===== src/hw/rtl/i2ctrb_pkg.sv =====
`timescale 1ns / 1ps
`default_nettype none

package i2ctrb_pkg;

   localparam int BUFFER_DEPTH_DEFAULT = 16;
   localparam int QUEUE_DEPTH_DEFAULT  = 2;

   localparam logic [6:0] OWN_ADDRESS_RESET = 7'h0A;
   localparam logic [7:0] BUFFER_RESET_BYTE = 8'h01;

   // register index, taken from paddr[2]
   localparam logic CSR_OWN_ADDRESS = 1'b0;

   typedef enum logic [3:0] {
      PH_IDLE     = 4'd0,
      PH_ADDR     = 4'd1,
      PH_RW       = 4'd2,
      PH_ADDR_ACK = 4'd3,
      PH_ACK_HOLD = 4'd4,
      PH_WDATA    = 4'd5,
      PH_WACK     = 4'd6,
      PH_RDATA    = 4'd7,
      PH_RACK     = 4'd8
   } phase_type;

   typedef enum logic [1:0] {
      DIR_NONE  = 2'd0,
      DIR_READ  = 2'd1,
      DIR_WRITE = 2'd2
   } dir_type;

   // one classified bus sample
   typedef struct packed {
      logic start;
      logic stop;
      logic rise;
      logic fall;
      logic sda;
   } ev_type;

   typedef struct packed {
      logic       sda_pull_low;
      logic       selected;
      logic       reading;
      logic [3:0] buffer_pointer;
   } rsp_type;

endpackage

`default_nettype wire


===== src/hw/rtl/i2ctrb_queue.sv =====
`timescale 1ns / 1ps
`default_nettype none

module i2ctrb_queue #(
   parameter int WIDTH = 1,
   parameter int DEPTH = 2
) (
   input  logic             clock,
   input  logic             reset,
   input  logic             push,
   input  logic [WIDTH-1:0] push_data,
   output logic             full,
   input  logic             pop,
   output logic [WIDTH-1:0] pop_data,
   output logic             empty
);

   localparam int AW = (DEPTH > 1) ? $clog2(DEPTH) : 1;

   logic [WIDTH-1:0] slot_ff [DEPTH];
   logic [AW-1:0]    wr_ptr_ff, wr_ptr_in;
   logic [AW-1:0]    rd_ptr_ff, rd_ptr_in;
   logic [AW:0]      count_ff, count_in;
   logic             do_push, do_pop;

   assign full     = (count_ff == (AW+1)'(DEPTH));
   assign empty    = (count_ff == '0);
   assign do_push  = push && !full;
   assign do_pop   = pop && !empty;
   assign pop_data = slot_ff[rd_ptr_ff];

   always_comb begin
      wr_ptr_in = wr_ptr_ff;
      rd_ptr_in = rd_ptr_ff;
      count_in  = count_ff;
      if (do_push) begin
         wr_ptr_in = (wr_ptr_ff == AW'(DEPTH-1)) ? '0 : wr_ptr_ff + 1'b1;
      end
      if (do_pop) begin
         rd_ptr_in = (rd_ptr_ff == AW'(DEPTH-1)) ? '0 : rd_ptr_ff + 1'b1;
      end
      if (do_push && !do_pop) begin
         count_in = count_ff + 1'b1;
      end else if (do_pop && !do_push) begin
         count_in = count_ff - 1'b1;
      end
   end

   always_ff @(posedge clock) begin
      if (reset) begin
         wr_ptr_ff <= '0;
         rd_ptr_ff <= '0;
         count_ff  <= '0;
      end else begin
         wr_ptr_ff <= wr_ptr_in;
         rd_ptr_ff <= rd_ptr_in;
         count_ff  <= count_in;
      end
   end

   always_ff @(posedge clock) begin
      if (do_push) begin
         slot_ff[wr_ptr_ff] <= push_data;
      end
   end

`ifndef SYNTHESIS
   a_count_bound: assert property (@(posedge clock) disable iff (reset)
      count_ff <= (AW+1)'(DEPTH))
      else $error("queue count above depth");

   a_count_track: assert property (@(posedge clock) disable iff (reset)
      (do_push && !do_pop) |=> (count_ff == $past(count_ff) + 1'b1))
      else $error("queue count missed a push");

   a_wr_rd_gap: assert property (@(posedge clock) disable iff (reset)
      (count_ff == '0) |-> (wr_ptr_ff == rd_ptr_ff))
      else $error("queue pointers apart while empty");
`endif

endmodule

`default_nettype wire


===== src/hw/rtl/i2ctrb_front.sv =====
`timescale 1ns / 1ps
`default_nettype none

module i2ctrb_front (
   input  logic                clock,
   input  logic                reset,
   input  logic                push,
   input  logic                full,
   input  logic                scl_level,
   input  logic                sda_level,
   output logic                ev_push,
   output i2ctrb_pkg::ev_type  ev
);

   import i2ctrb_pkg::*;

   logic last_scl_ff, last_scl_in;
   logic last_sda_ff, last_sda_in;
   logic high_both;

   assign ev_push   = push && !full;
   assign high_both = scl_level && last_scl_ff;

   // start and stop only count while SCL stays high over both samples
   always_comb begin
      ev.start = high_both && last_sda_ff && !sda_level;
      ev.stop  = high_both && !last_sda_ff && sda_level;
      ev.rise  = scl_level && !last_scl_ff;
      ev.fall  = !scl_level && last_scl_ff;
      ev.sda   = sda_level;
   end

   always_comb begin
      last_scl_in = last_scl_ff;
      last_sda_in = last_sda_ff;
      if (ev_push) begin
         last_scl_in = scl_level;
         last_sda_in = sda_level;
      end
   end

   always_ff @(posedge clock) begin
      if (reset) begin
         last_scl_ff <= 1'b1;
         last_sda_ff <= 1'b1;
      end else begin
         last_scl_ff <= last_scl_in;
         last_sda_ff <= last_sda_in;
      end
   end

endmodule

`default_nettype wire


===== src/hw/rtl/i2ctrb_engine.sv =====
`timescale 1ns / 1ps
`default_nettype none

module i2ctrb_engine #(
   parameter int BUFFER_DEPTH = i2ctrb_pkg::BUFFER_DEPTH_DEFAULT
) (
   input  logic                 clock,
   input  logic                 reset,
   input  logic [6:0]           own_address,
   input  logic                 ev_valid,
   input  i2ctrb_pkg::ev_type   ev,
   output logic                 ev_pop,
   input  logic                 rsp_full,
   output logic                 rsp_push,
   output i2ctrb_pkg::rsp_type  rsp
);

   import i2ctrb_pkg::*;

   localparam int PW = $clog2(BUFFER_DEPTH);

   phase_type     phase_ff, phase_in;
   dir_type       dir_ff, dir_in;
   logic [7:0]    shift_ff, shift_in;
   logic [2:0]    bit_count_ff, bit_count_in;
   logic [PW-1:0] ptr_ff, ptr_in, ptr_adv;
   logic          drive_ff, drive_in;

   logic [7:0]    mem [BUFFER_DEPTH];
   logic [7:0]    rd_data_ff;
   logic          rd_valid_ff;
   logic [BUFFER_DEPTH-1:0] valid_ff;
   logic          wr_en;
   logic          fire;
   logic [6:0]    addr_shift;
   logic [7:0]    rd_byte;
   logic [PW+3:0] ptr_wide;

   assign fire       = ev_valid && !rsp_full;
   assign ev_pop     = fire;
   assign rsp_push   = fire;
   assign addr_shift = {shift_ff[5:0], ev.sda};
   assign ptr_adv    = (ptr_ff == PW'(BUFFER_DEPTH-1)) ? '0 : ptr_ff + 1'b1;
   // never-written entries read back as the reset byte
   assign rd_byte    = rd_valid_ff ? rd_data_ff : BUFFER_RESET_BYTE;

   // next phase
   always_comb begin
      phase_in = phase_ff;
      if (fire) begin
         priority if (ev.start) begin
            phase_in = PH_ADDR;
         end else if (ev.stop) begin
            phase_in = PH_IDLE;
         end else begin
            unique case (phase_ff)
               PH_IDLE: phase_in = PH_IDLE;
               PH_ADDR: begin
                  if (ev.rise && bit_count_ff == 3'd6) begin
                     phase_in = (addr_shift == own_address) ? PH_RW : PH_IDLE;
                  end
               end
               PH_RW: if (ev.rise) phase_in = PH_ADDR_ACK;
               PH_ADDR_ACK: if (ev.fall) phase_in = PH_ACK_HOLD;
               PH_ACK_HOLD: begin
                  if (ev.fall) begin
                     phase_in = (dir_ff == DIR_READ) ? PH_RDATA : PH_WDATA;
                  end
               end
               PH_WDATA: if (ev.rise && bit_count_ff == 3'd7) phase_in = PH_WACK;
               PH_WACK: if (ev.fall) phase_in = PH_ACK_HOLD;
               PH_RDATA: if (ev.fall && bit_count_ff == 3'd0) phase_in = PH_RACK;
               PH_RACK: begin
                  if (ev.rise) begin
                     phase_in = ev.sda ? PH_IDLE : PH_ACK_HOLD;
                  end
               end
               default: phase_in = PH_IDLE;
            endcase
         end
      end
   end

   // datapath updates per phase
   always_comb begin
      dir_in       = dir_ff;
      shift_in     = shift_ff;
      bit_count_in = bit_count_ff;
      ptr_in       = ptr_ff;
      drive_in     = drive_ff;
      wr_en        = 1'b0;
      if (fire) begin
         priority if (ev.start) begin
            shift_in     = '0;
            bit_count_in = '0;
            dir_in       = DIR_NONE;
            drive_in     = 1'b0;
         end else if (ev.stop) begin
            shift_in     = '0;
            bit_count_in = '0;
            dir_in       = DIR_NONE;
            ptr_in       = '0;
            drive_in     = 1'b0;
         end else begin
            unique case (phase_ff)
               PH_ADDR: begin
                  if (ev.rise) begin
                     shift_in     = {1'b0, addr_shift};
                     bit_count_in = bit_count_ff + 1'b1;
                     // seventh address bit: compare and restart the count
                     if (bit_count_ff == 3'd6) begin
                        bit_count_in = '0;
                        if (addr_shift != own_address) begin
                           dir_in   = DIR_NONE;
                           ptr_in   = '0;
                           shift_in = '0;
                        end
                     end
                  end
               end
               PH_RW: begin
                  if (ev.rise) begin
                     dir_in = ev.sda ? DIR_READ : DIR_WRITE;
                  end
               end
               PH_ADDR_ACK: begin
                  if (ev.fall) begin
                     drive_in = 1'b1;
                     if (dir_ff == DIR_READ) begin
                        shift_in = rd_byte;
                        ptr_in   = ptr_adv;
                     end
                  end
               end
               PH_ACK_HOLD: begin
                  if (ev.fall) begin
                     if (dir_ff == DIR_READ) begin
                        drive_in     = !shift_ff[7];
                        shift_in     = {shift_ff[6:0], 1'b0};
                        bit_count_in = 3'd1;
                     end else begin
                        drive_in     = 1'b0;
                        shift_in     = '0;
                        bit_count_in = '0;
                     end
                  end
               end
               PH_WDATA: begin
                  if (ev.rise) begin
                     shift_in     = {shift_ff[6:0], ev.sda};
                     bit_count_in = bit_count_ff + 1'b1;
                  end
               end
               PH_WACK: begin
                  if (ev.fall) begin
                     wr_en    = 1'b1;
                     ptr_in   = ptr_adv;
                     drive_in = 1'b1;
                  end
               end
               PH_RDATA: begin
                  if (ev.fall) begin
                     if (bit_count_ff != 3'd0) begin
                        drive_in     = !shift_ff[7];
                        shift_in     = {shift_ff[6:0], 1'b0};
                        bit_count_in = bit_count_ff + 1'b1;
                     end else begin
                        drive_in = 1'b0;
                     end
                  end
               end
               PH_RACK: begin
                  if (ev.rise && !ev.sda) begin
                     shift_in = rd_byte;
                     ptr_in   = ptr_adv;
                  end
               end
               default: ;
            endcase
         end
      end
   end

   always_comb begin
      ptr_wide           = {4'b0, ptr_in};
      rsp.sda_pull_low   = drive_in;
      rsp.selected       = (dir_in != DIR_NONE);
      rsp.reading        = (dir_in == DIR_READ);
      rsp.buffer_pointer = ptr_wide[3:0];
   end

   always_ff @(posedge clock) begin
      if (reset) begin
         phase_ff     <= PH_IDLE;
         dir_ff       <= DIR_NONE;
         shift_ff     <= '0;
         bit_count_ff <= '0;
         ptr_ff       <= '0;
         drive_ff     <= 1'b0;
         valid_ff     <= '0;
         rd_valid_ff  <= 1'b0;
      end else begin
         phase_ff     <= phase_in;
         dir_ff       <= dir_in;
         shift_ff     <= shift_in;
         bit_count_ff <= bit_count_in;
         ptr_ff       <= ptr_in;
         drive_ff     <= drive_in;
         if (wr_en) begin
            valid_ff[ptr_ff] <= 1'b1;
         end
         // prefetch the entry the pointer will hold; a write never hits it
         rd_valid_ff  <= valid_ff[ptr_in];
      end
   end

   always_ff @(posedge clock) begin
      if (wr_en) begin
         mem[ptr_ff] <= shift_ff;
      end
      rd_data_ff <= mem[ptr_in];
   end

`ifndef SYNTHESIS
   a_stop_releases: assert property (@(posedge clock) disable iff (reset)
      (fire && ev.stop) |=> (!drive_ff && phase_ff == PH_IDLE && ptr_ff == '0))
      else $error("stop did not release the bus");

   a_wdata_is_write: assert property (@(posedge clock) disable iff (reset)
      (phase_ff == PH_WDATA || phase_ff == PH_WACK) |-> (dir_ff == DIR_WRITE))
      else $error("write phase without write direction");

   a_rdata_is_read: assert property (@(posedge clock) disable iff (reset)
      (phase_ff == PH_RDATA || phase_ff == PH_RACK) |-> (dir_ff == DIR_READ))
      else $error("read phase without read direction");

   a_stall_holds: assert property (@(posedge clock) disable iff (reset)
      !fire |=> ($stable(phase_ff) && $stable(ptr_ff) && $stable(drive_ff)))
      else $error("state moved without a transaction");
`endif

endmodule

`default_nettype wire


===== src/hw/rtl/i2c_target_register_buffer.sv =====
`timescale 1ns / 1ps
`default_nettype none

// Channel   Ports                                      Moves
// -------   ----------------------------------------   ----------------------------
// request   push, full, req_scl_level, req_sda_level   one SCL/SDA sample
// response  pop, empty, rsp_*                          SDA drive, status, pointer
// csr       psel, penable, pwrite, paddr, pwdata, ...  own_address at byte addr 0
//
// One sample per cycle sustained while pop keeps up; a sample's response reaches
// the rsp ports through the event queue, the engine and the response queue.
// The engine reads the byte buffer ahead of use through a registered prefetch.
// Reset is synchronous; the buffer needs no clearing pass, per-entry valid bits
// make unwritten bytes read as 0x01. full rises once both two-entry queues fill.

module i2c_target_register_buffer #(
   parameter int BUFFER_DEPTH = i2ctrb_pkg::BUFFER_DEPTH_DEFAULT,
   parameter int QUEUE_DEPTH  = i2ctrb_pkg::QUEUE_DEPTH_DEFAULT
) (
   input  logic        clock,
   input  logic        reset,
   input  logic        push,
   output logic        full,
   input  logic        req_scl_level,
   input  logic        req_sda_level,
   output logic        empty,
   input  logic        pop,
   output logic        rsp_sda_pull_low,
   output logic        rsp_selected,
   output logic        rsp_reading,
   output logic [3:0]  rsp_buffer_pointer,
   input  logic        psel,
   input  logic        penable,
   input  logic        pwrite,
   input  logic [2:0]  paddr,
   input  logic [31:0] pwdata,
   output logic [31:0] prdata,
   output logic        pready
);

   import i2ctrb_pkg::*;

   logic [6:0] own_addr_ff, own_addr_in;
   logic       csr_write;

   ev_type     ev_front, ev_back;
   logic       ev_push, ev_empty, ev_pop;
   rsp_type    rsp_engine, rsp_head;
   logic       rsp_push, rsp_full;

   assign pready    = 1'b1;
   assign csr_write = psel && penable && pwrite && pready && (paddr[2] == CSR_OWN_ADDRESS);
   assign prdata    = (paddr[2] == CSR_OWN_ADDRESS) ? {25'b0, own_addr_ff} : '0;
   assign own_addr_in = csr_write ? pwdata[6:0] : own_addr_ff;

   always_ff @(posedge clock) begin
      if (reset) begin
         own_addr_ff <= OWN_ADDRESS_RESET;
      end else begin
         own_addr_ff <= own_addr_in;
      end
   end

   i2ctrb_front u_front (
      .clock     (clock),
      .reset     (reset),
      .push      (push),
      .full      (full),
      .scl_level (req_scl_level),
      .sda_level (req_sda_level),
      .ev_push   (ev_push),
      .ev        (ev_front)
   );

   i2ctrb_queue #(
      .WIDTH ($bits(ev_type)),
      .DEPTH (QUEUE_DEPTH)
   ) u_ev_queue (
      .clock     (clock),
      .reset     (reset),
      .push      (ev_push),
      .push_data (ev_front),
      .full      (full),
      .pop       (ev_pop),
      .pop_data  (ev_back),
      .empty     (ev_empty)
   );

   i2ctrb_engine #(
      .BUFFER_DEPTH (BUFFER_DEPTH)
   ) u_engine (
      .clock       (clock),
      .reset       (reset),
      .own_address (own_addr_ff),
      .ev_valid    (!ev_empty),
      .ev          (ev_back),
      .ev_pop      (ev_pop),
      .rsp_full    (rsp_full),
      .rsp_push    (rsp_push),
      .rsp         (rsp_engine)
   );

   i2ctrb_queue #(
      .WIDTH ($bits(rsp_type)),
      .DEPTH (QUEUE_DEPTH)
   ) u_rsp_queue (
      .clock     (clock),
      .reset     (reset),
      .push      (rsp_push),
      .push_data (rsp_engine),
      .full      (rsp_full),
      .pop       (pop),
      .pop_data  (rsp_head),
      .empty     (empty)
   );

   assign rsp_sda_pull_low   = rsp_head.sda_pull_low;
   assign rsp_selected       = rsp_head.selected;
   assign rsp_reading        = rsp_head.reading;
   assign rsp_buffer_pointer = rsp_head.buffer_pointer;

endmodule

`default_nettype wire


===== config.mk =====
export PLATFORM = sky130hd
export DESIGN_NAME = i2c_target_register_buffer
export DESIGN_NICKNAME = d
export VERILOG_FILES = /design/src/hw/rtl/i2ctrb_pkg.sv /design/src/hw/rtl/i2ctrb_queue.sv /design/src/hw/rtl/i2ctrb_front.sv /design/src/hw/rtl/i2ctrb_engine.sv /design/src/hw/rtl/i2c_target_register_buffer.sv
export SDC_FILE = /design/constraint.sdc
export NUM_CORES = 1
export LEC_CHECK = 0
export BUFFER_PORTS_ARGS = -buffer_cell sky130_fd_sc_hd__buf_2
export CORE_MARGIN = 4
export CORE_UTILIZATION = 45
export DETAILED_ROUTE_END_ITERATION = 8
export GPL_TIMING_DRIVEN = 0
export SETUP_SLACK_MARGIN = 0.3
export SYNTH_ARGS = -nofsm -noshare
export SYNTH_HDL_FRONTEND = slang
export SYNTH_SLANG_ARGS = --single-unit
export TNS_END_PERCENT = 1

===== constraint.sdc =====
create_clock -name clock -period 4.1 [get_ports clock]
set_input_delay 0.41 -clock clock [delete_from_list [all_inputs] [get_ports clock]]
set_output_delay 0.41 -clock clock [all_outputs]
set_load 0.1 [all_outputs]

==> reports/results.ini <==
[critical_path]
r2r-start = u_engine.shift_ff[2]
crit_arrival_ns = 3.92
crit_chain = xnor2_1, nand4_1, nor4_4, o41ai_2, a21oi_1, buf_2, buf_4, mux2i_1, o22ai_1, nor3_1, nand2_1
worstSetupPathType = reg -> reg
cp_max_fo = 19
startpoint = u_engine.shift_ff[2]
r2r_slack_ns = 0.56
path_delay_family = simple AND/OR/NAND/NOR gates
crit_buf_inv = 2
slowest_delay_ns = 0.89
crit_path_start_kind = flip-flop
crit_required_ns = 4.48
cpMaxStageDelayCell = dfxtp_1
endpoint_kind = flip-flop

[sta]
final-max-slew-violation-count = 0
fin_crit_ns = 3.54
relSlewSlack_pct = 32.1
worst_slew_pin_slew_ns = 1.01
fmax_mhz = 282
period_share_pct = 86.4
setup_tns_ns = 0
finalHoldViolations = 0
setup_viol = 0
finClkSkew_ns = 0.0141
rsz0062_at_grt = no

[clock_network]
cts.clk_slew.worst_paths_ns = 0.06
clk_latency_ns = 0.51
cts_setup_buffers = 0
clockRootBuffer = clkbuf_16
cts_buffers = 24
cts_tree = built
cts_max_level = 1
postCtsHoldBufs = 0
clockBufferDepth = 3
cts_sinks = 218
cts_resized = 1

[synth]
synth.area.top_cells = edfxtp_1 48%, dfxtp_1 14%, mux2i_1 8.3%
synth_edf_count = 152
syn_area_sq_um = 9560
synth.ff_latch_count = 218
ys_seq_area_share_pct = 61.6
synth_largest_type_area_fraction_pct = 47.8
syn_inst = 790
yosysWarnings = 0
synth_top_area_cell = edfxtp_1
synth.avg_cell_area_sq_um = 12.1
synth_cell_types = 66
async_flop_share_pct = 0
synth_flop_cell = edfxtp_1

[route]
firstDrtPassIters = 5
routedWlPerCell_um = 19.5
drtIter0Drc = 615
drc_errors = 0
dr_total_vias = 6340
vias_per_cell = 5.44
wl_mm = 22.7
ant_nets = 0

[global_routing]
grt_max_degree = 20
grt_pass1_wl_mm = 35.6
grt_antenna_before_repair = 0
overflow = 0
grt.total_usage_pct = 18.9
grt_pass1_vias = 6363

[floorplan]
ios = 86
core_sq_um = 21000
rows = 53
die_area_sq_um = 23600
die_h_um = 154
fp.dieW_um = 154
start_util_pct = 45.6

[finish]
area_delta_synth_final_pct = 15.1
drive_gt1_share_pct = 15.3
nFillCells = 1801
diodes = 0
fin_nets = 926

[status]
status = complete, no violations

[power_and_ir_drop]
p_total_mw = 5.92
cellPowerDensity_nw_per_um2 = 538
leakagePower_nw = 3.88
peakVddDrop_uv = 338

[hold_path]
worstHoldStart = pwdata[6]
hp-class = in -> reg

[job]
maxCapViolations = 0

[placement]
place.gp.congestion = 0.881
port-buffer-count = 32
dp_hpwl_mm = 15.5

[flip-flops by register name, summed over array words and instances, names as in the netlist, 3 cells and up, named ones only]
register,flops
u_engine.valid_ff,16
u_ev_queue.slot_ff,10
u_engine.rd_data_ff,8
u_engine.mem,128
u_engine.ptr_ff,4
u_engine.shift_ff,8
u_rsp_queue.slot_ff,14
own_addr_ff,7
u_engine.phase_ff,4
u_engine.bit_count_ff,3
[synth_stat cells, types with 5 or more instances]
cell and number:
a21oi_1 21, a22o_1 7, a22oi_1 12, a31oi_1 5, buf_2 8, buf_4 33, clkbuf_1 16, dfxtp_1 66
edfxtp_1 152, ha_1 10, inv_1 19, mux2_2 10, mux2i_1 79, nand2_1 52, nand2b_1 6, nand3_1 21
nor2_1 103, nor2b_1 20, nor3_1 17, o21ai_0 18, o22ai_1 27, xnor2_1 10, xor2_1 5
[worst min-delay path, cell delays in order]
cell and delay (ns):
buf_2 0.08, mux2i_1 0.05, nor2_1 0.07
[stage by stage]
step	util, %	cells	instance area, sq um	hold WS (ns)	setup slack, ns
finish	52.5	1165	11000	0.131	0.559
global route	52.5	1165	11000	0.149	0.302
CTS	52.5	1165	11000	0.112	0.558
detailed placement	48.5	1121	10200	0.460	0.257
global placement	48.4	1121	10100	0.451	0.172
floorplan	-	814	9650	0.435	1.14
[report_power, final]
group	internal, mW	total [mW]	switching (mW)
sequential	2.46	2.53	0.0669
clock	1.35	2.20	0.843
combinational	0.287	1.19	0.907
[worst paths after layout]
kind	to	cells after the start
worst max-delay path	u_engine.rd_data_ff[5]	11
worst min-delay path	own_addr_ff[6]	3
worst max register to register	u_engine.rd_data_ff[5]	11
worst min register to register	u_engine.valid_ff[15]	2
[area by class of cell]
type	instances	area [sq um]	share of cell area [%]
plain buffers	61	378	3.44
clock buffers	36	686	6.24
clock inverters	8	138	1.25
inverters	21	81.3	0.740
multi-input cells	514	3320	30.2
flip-flops and latches	218	5890	53.5
well taps	275	344	3.13
repair buffers	32	160	1.46
[logic make-up after synthesis]
kind of cell    share of synthesized area, %
fa+ha+maj                               1.31
compound gates                          8.97
mux                                     9.69
simple gates                            12.2
flops                                   61.6
buf+inv                                 4.81
xor+xnor                                1.37
other cells                           0.0786
[layer usage]
| layer | part of all wire [%] | GRT usage, % | up-vias |
|---|---|---|---|
| li1 | - | - | 2999 |
| met1 | 46 | 27.7 | 3047 |
| met2 | 44 | 29.4 | 249 |
| met3 | 6.9 | 2.70 | 45 |
| met4 | 2.3 | 5.59 | 0 |
| met5 | 0 | 0 | - |
[cells in the final DEF, fill, tap and decap left out, types with 4 or more instances in the layout]
master     count
edfxtp_1     152
nor2_1       102
mux2i_1       79
dfxtp_1       66
nand2_1       52
buf_2         40
buf_4         33
o22ai_1       27
conb_1        26
clkbuf_1      24
clkbuf_16     24
nand3_1       21
a21oi_1       21
nor2b_1       20
inv_1         19
o21ai_0       18
nor3_1        13
a22oi_1       12
mux2_2        10
xnor2_1       10
ha_1          10
a22o_1         7
nand2b_1       6
nor3_2         5
a31oi_1        5
xor2_1         5
nand4_1        4
o21a_1         4
or3_1          4
a211o_1        4
clkbuf_8       4
No activity file was read; power rests on OpenSTA's default activity.
